### src/design/rbm_pkg.sv
// Shared constants, codes and control bundles for the row buffer memory.
package rbm_pkg;

   // Geometry and address map
   localparam int ROW_WORDS          = 256;
   localparam int NUM_ROWS           = 512;
   localparam int DATA_SEGMENT_START = 1000;

   // Field widths
   localparam int ADDR_W   = 19;
   localparam int DATA_W   = 32;
   localparam int DELAY_W  = 10;
   localparam int LAT_W    = 12;
   localparam int COUNT_W  = 32;
   localparam int STATUS_W = 2;
   localparam int BYTE_W   = 2;

   // Derived widths
   localparam int COL_W    = $clog2(ROW_WORDS);
   localparam int ROW_W    = $clog2(NUM_ROWS);
   localparam int STORE_AW = ROW_W + COL_W;
   localparam int SWEEP_W  = COL_W + 1;

   // Stream packing
   localparam int REQ_FIELDS_W = ADDR_W + DATA_W;
   localparam int REQ_TDATA_W  = ((REQ_FIELDS_W + 7) / 8) * 8;
   localparam int RSP_FIELDS_W = DATA_W + LAT_W + 1 + COUNT_W;
   localparam int RSP_TDATA_W  = ((RSP_FIELDS_W + 7) / 8) * 8;

   typedef enum logic [2:0] {
      ST_CLEAR,
      ST_IDLE,
      ST_CHECK,
      ST_SWEEP,
      ST_ACCESS,
      ST_DONE
   } state_type;

   typedef enum logic [1:0] {
      MODE_REJECT,
      MODE_FIRST,
      MODE_HIT,
      MODE_MISS
   } mode_type;

   typedef enum logic [1:0] {
      STATUS_OK       = 2'd0,
      STATUS_LOW      = 2'd1,
      STATUS_MISALIGN = 2'd2
   } status_type;

   typedef enum logic {
      CSR_ROW_DELAY    = 1'b0,
      CSR_COLUMN_DELAY = 1'b1
   } csr_index_type;

   // Controller to datapath
   typedef struct packed {
      logic clear;
      logic capture;
      logic decide;
      logic sweep;
      logic access;
      logic emit;
   } cmd_type;

   // Datapath to controller
   typedef struct packed {
      logic clear_done;
      logic reject;
      logic row_hit;
      logic sweep_done;
      logic out_free;
   } stat_type;

endpackage

### src/design/rbm_ctrl.sv
// Sequencer: clear pass, request intake, row sweep, column access, result hand-off.
module rbm_ctrl (
   input  logic              clock,
   input  logic              reset,
   input  logic              req_tvalid,
   output logic              req_tready,
   input  rbm_pkg::stat_type st,
   output rbm_pkg::cmd_type  cmd
);

   rbm_pkg::state_type state_ff, state_in;

   // State register
   always_ff @(posedge clock) begin
      if (reset) begin
         state_ff <= rbm_pkg::ST_CLEAR;
      end else begin
         state_ff <= state_in;
      end
   end

   // Next state
   always_comb begin
      state_in = state_ff;
      unique case (state_ff)
         rbm_pkg::ST_CLEAR: begin
            if (st.clear_done) state_in = rbm_pkg::ST_IDLE;
         end
         rbm_pkg::ST_IDLE: begin
            if (req_tvalid) state_in = rbm_pkg::ST_CHECK;
         end
         rbm_pkg::ST_CHECK: begin
            if (st.reject) begin
               state_in = rbm_pkg::ST_DONE;
            end else if (st.row_hit) begin
               state_in = rbm_pkg::ST_ACCESS;
            end else begin
               state_in = rbm_pkg::ST_SWEEP;
            end
         end
         rbm_pkg::ST_SWEEP: begin
            if (st.sweep_done) state_in = rbm_pkg::ST_ACCESS;
         end
         rbm_pkg::ST_ACCESS: begin
            state_in = rbm_pkg::ST_DONE;
         end
         rbm_pkg::ST_DONE: begin
            if (st.out_free) state_in = rbm_pkg::ST_IDLE;
         end
         default: begin
            state_in = rbm_pkg::ST_CLEAR;
         end
      endcase
   end

   // Outputs
   always_comb begin
      cmd        = '0;
      req_tready = 1'b0;
      unique case (state_ff)
         rbm_pkg::ST_CLEAR: begin
            cmd.clear = 1'b1;
         end
         rbm_pkg::ST_IDLE: begin
            req_tready  = 1'b1;
            cmd.capture = req_tvalid;
         end
         rbm_pkg::ST_CHECK: begin
            cmd.decide = 1'b1;
         end
         rbm_pkg::ST_SWEEP: begin
            cmd.sweep = 1'b1;
         end
         rbm_pkg::ST_ACCESS: begin
            cmd.access = 1'b1;
         end
         rbm_pkg::ST_DONE: begin
            cmd.emit = st.out_free;
         end
         default: begin
            cmd = '0;
         end
      endcase
   end

endmodule

### config.mk
export PLATFORM = sky130hd
export DESIGN_NAME = rbm_ctrl
export DESIGN_NICKNAME = d
export VERILOG_FILES = /design/src/design/rbm_pkg.sv /design/src/design/rbm_ctrl.sv
export SDC_FILE = /design/constraint.sdc
export NUM_CORES = 1
export LEC_CHECK = 0
export BUFFER_PORTS_ARGS = -buffer_cell sky130_fd_sc_hd__buf_2
export CORE_AREA = 2 2 39 41
export CTS_BUF_LIST = sky130_fd_sc_hd__clkbuf_4
export CTS_CLUSTER_SIZE = 28
export DETAILED_ROUTE_END_ITERATION = 10
export DIE_AREA = 0 0 41 43
export PLACE_DENSITY = 0.41
export RECOVER_POWER = 100
export SYNTH_ARGS = -nofsm -noshare
export SYNTH_HDL_FRONTEND = slang
export SYNTH_SLANG_ARGS = --single-unit
### constraint.sdc
create_clock -name clock -period 3 [get_ports clock]
set_clock_uncertainty 0.15 [all_clocks]
set_input_delay 0 -clock clock [delete_from_list [all_inputs] [get_ports clock]]
set_output_delay 0 -clock clock [all_outputs]
set_load 0.02 [all_outputs]
==> impl_metrics.py <==
metrics = {
    "worst_setup_path": {
        "cpPeakStageDelay_ps": 600,
        "cp-end-kind": "flip-flop",
        "critPathSlowestCell": "dlygate4sd3_1",
        "worstPathMaxFanout": 14,
        "cp-start-kind": "flip-flop",
        "worstPathArrival_ps": 1990,
        "critPathRequiredTime_ps": 3020,
        "critPathKind": "flip-flop to flip-flop",
        "cp_cell_sequence": "or2b_1, o311a_1, nor4_1, dlygate4sd3_1",
    },
    "clock_tree": {
        "clk_latency_ps": 230,
        "cts_buffers": 3,
        "cts_setup_buffers": 0,
        "cts.sinks": 3,
        "cts.path.max_buffers": 2,
        "cts_root_buf": "clkbuf_4",
        "h-tree-depth": 1,
        "cts.reportedPaths.clkPinSlew_ps": 40,
        "cts_tree": "yes",
    },
    "layout": {
        "fill_cells": 169,
        "nets": 57,
        "largest-register": "state_ff",
        "drive_above_1_share_pct": 27.1,
        "diodes": 0,
        "syn2layout_area_growth_pct": 49.2,
        "largest_reg_flops": 3,
        "final_cells": 64,
        "post-route-util_pct": 26.6,
        "top_regs": "state_ff (3)",
    },
    "floorplanning": {
        "initial_core_util_pct": 17.8,
        "die_h_um": 43,
        "pin_count": 15,
        "fp.dieW_um": 41,
        "core.rowCount": 14,
        "core-area_um2": 1380,
        "dieArea_um2": 1760,
    },
    "yosys": {
        "synth_top_area_cell": "dfxtp_1",
        "netlist_instances": 29,
        "netlist_top_cells_area": "dfxtp_1 (24%), a21oi_1 (6.1%), nor3_1 (6.1%)",
        "syn_avg_cell_area_um2": 8.50,
        "synth-edff-count": 0,
        "async_flop_share_pct": 0,
        "syn-num-nets": 37,
        "yosys.area.top_type_share_pct": 24.4,
        "synth.cell_area_um2": 246,
        "ys_top_cells_by_count": "a21oi_1 (3), dfxtp_1 (3), nor3_1 (3)",
        "ys.flop_type": "dfxtp_1",
        "ys_types": 22,
        "yosysSeqAreaShare_pct": 24.4,
        "yosysWarnings": 0,
        "synth_seq_cells": 3,
    },
    "power_and_ir_drop": {
        "swShare_pct": 31.0,
        "cell_internal_pwr_mw": 0.126,
        "p_clk_share_pct": 43.3,
        "p_sw_mw": 0.0566,
        "pwr-share-seq_pct": 30.1,
        "combPwrFrac_pct": 26.6,
        "peakVddDrop_v": 0.000242,
        "power_mw": 0.183,
        "leakage_nw": 0.143,
        "powerDensity_nw_per_um2": 497,
    },
    "drt": {
        "highest_layer": "met3",
        "wl_um": 648,
        "met2_length_um": 323,
        "wl_met3_um": 33,
        "drc_errors": 0,
        "num_vias": 291,
        "post_drt_wl_per_cell_um": 10.1,
        "drt_iter0_drc": 2,
        "firstDrtPassIters": 2,
        "routedLengthMet1_um": 291,
        "routed_via_density": 4.55,
        "drtAntennaViolNets": 0,
    },
    "status": {
        "status": "complete, no violations",
    },
    "placement": {
        "dp_cells": 56,
        "gp_congestion": 0.678,
        "dpl_worst_slack_ps": 1600,
        "port_buffers": 14,
    },
    "sta": {
        "fmax_mhz": 507,
        "drv_slew": 0,
        "worst_pin_slew_ps": 394,
        "hold_violations": 0,
        "finalSetupViolCount": 0,
        "layout_setup_ws_ps": 1030,
        "finalCritPeriodShare_pct": 65.7,
        "rsz0062_at_grt": "no",
        "setup_tns_ps": 0,
        "fin_crit_ps": 1970,
        "max_slew_margin_pct": 73.7,
    },
    "grt": {
        "grtUsageTotal_pct": 9.43,
        "antenna_found_initial": 0,
        "grt_max_degree": 15,
        "grt-ovfl-total": 0,
        "grt_pass1_wl_mm": 1.06,
        "grt_pass1_vias": 253,
    },
    "flow_run": {
        "maxCapViolations": 0,
    },
    "worst_hold_path": {
        "min_path_type": "input port to flip-flop",
    },
}
==> path summary, 6_finish.rpt <==
| path | slack [ps] | to | startpoint | cells past startpoint |
|---|---|---|---|---|
| max reg2reg | 1030 | state_ff[1] | state_ff[0] | 4 |
| min | 10 | state_ff[0] | st[4] | 3 |
| min reg2reg | 440 | state_ff[2] | state_ff[2] | 2 |
| max | 1030 | state_ff[1] | state_ff[0] | 4 |
==> repair_timing <==
item / CTS / global route
hold endpoints to repair: 3 / 0
gates resized for setup: 0 / 0
hold buffers: 4 / 0
==> cell usage in the layout, fill, tap and decap left out <==
cell type / n
a21oi_1: 3
inv_1: 1
nor3_1: 3
a21boi_0: 1
or2b_1: 1
mux2i_1: 1
o311a_1: 1
nor3b_1: 2
clkbuf_4: 4
nand2_1: 1
or3b_1: 1
dfxtp_1: 3
clkbuf_1: 6
a311o_1: 1
and3_2: 1
o311ai_0: 1
nor4_1: 3
buf_2: 8
dlygate4sd3_1: 4
nand3b_1: 1
and2_1: 1
==> layer usage <==
metal / vias to the layer above / GRT usage (%)
li1: 154 / -
met2: 7 / 12.2
met5: - / 0
met4: 0 / 4.00
met3: 0 / 7.85
met1: 130 / 10.9
==> kinds of logic after synthesis <==
logic type / share of synthesized area, %
flops: 24.4
buf+inv: 9.64
mux: 4.06
compound gates: 20.8
simple gates: 41.1
==> worst max-delay path: cells and delay by family (launching register included) <==
| kind | cells | cell delay [ps] |
|---|---|---|
| and+or+nand+nor | 2 | 500 |
| AOI/OAI and AO/OA | 1 | 120 |
| buffers and inverters | 1 | 600 |
| DFF | 1 | 550 |
==> area by class of cell <==
type	instances	area, um2	area share, %
multi-input combinational	22	151	41.2
timing repair buffer	18	103	27.9
sequential	3	60.1	16.3
clock buffer	4	30.0	8.16
tap	16	20.0	5.44
inverter	1	3.75	1.02
==> metrics by stage <==
step	hold WS (ps)	area, um2
3_3_place_gp	67.0	317
3_5_place_dp	63.9	317
4_1_cts	19.6	387
5_1_grt	47.5	368
6_report	13.3	368
2_1_floorplan	-76.5	246
==> power by group through the flow <==
stage	Sequential [mW]	Clock (mW)	Combinational [mW]
global route	0.0565	0.0899	0.0531
detailed placement	0.0557	0	0.0472
finish	0.0550	0.0791	0.0486
CTS	0.0551	0.0828	0.0520
floorplan	0.0475	0	0.0419
global placement	0.0557	0	0.0483
No activity file was read; power rests on OpenSTA's default activity.
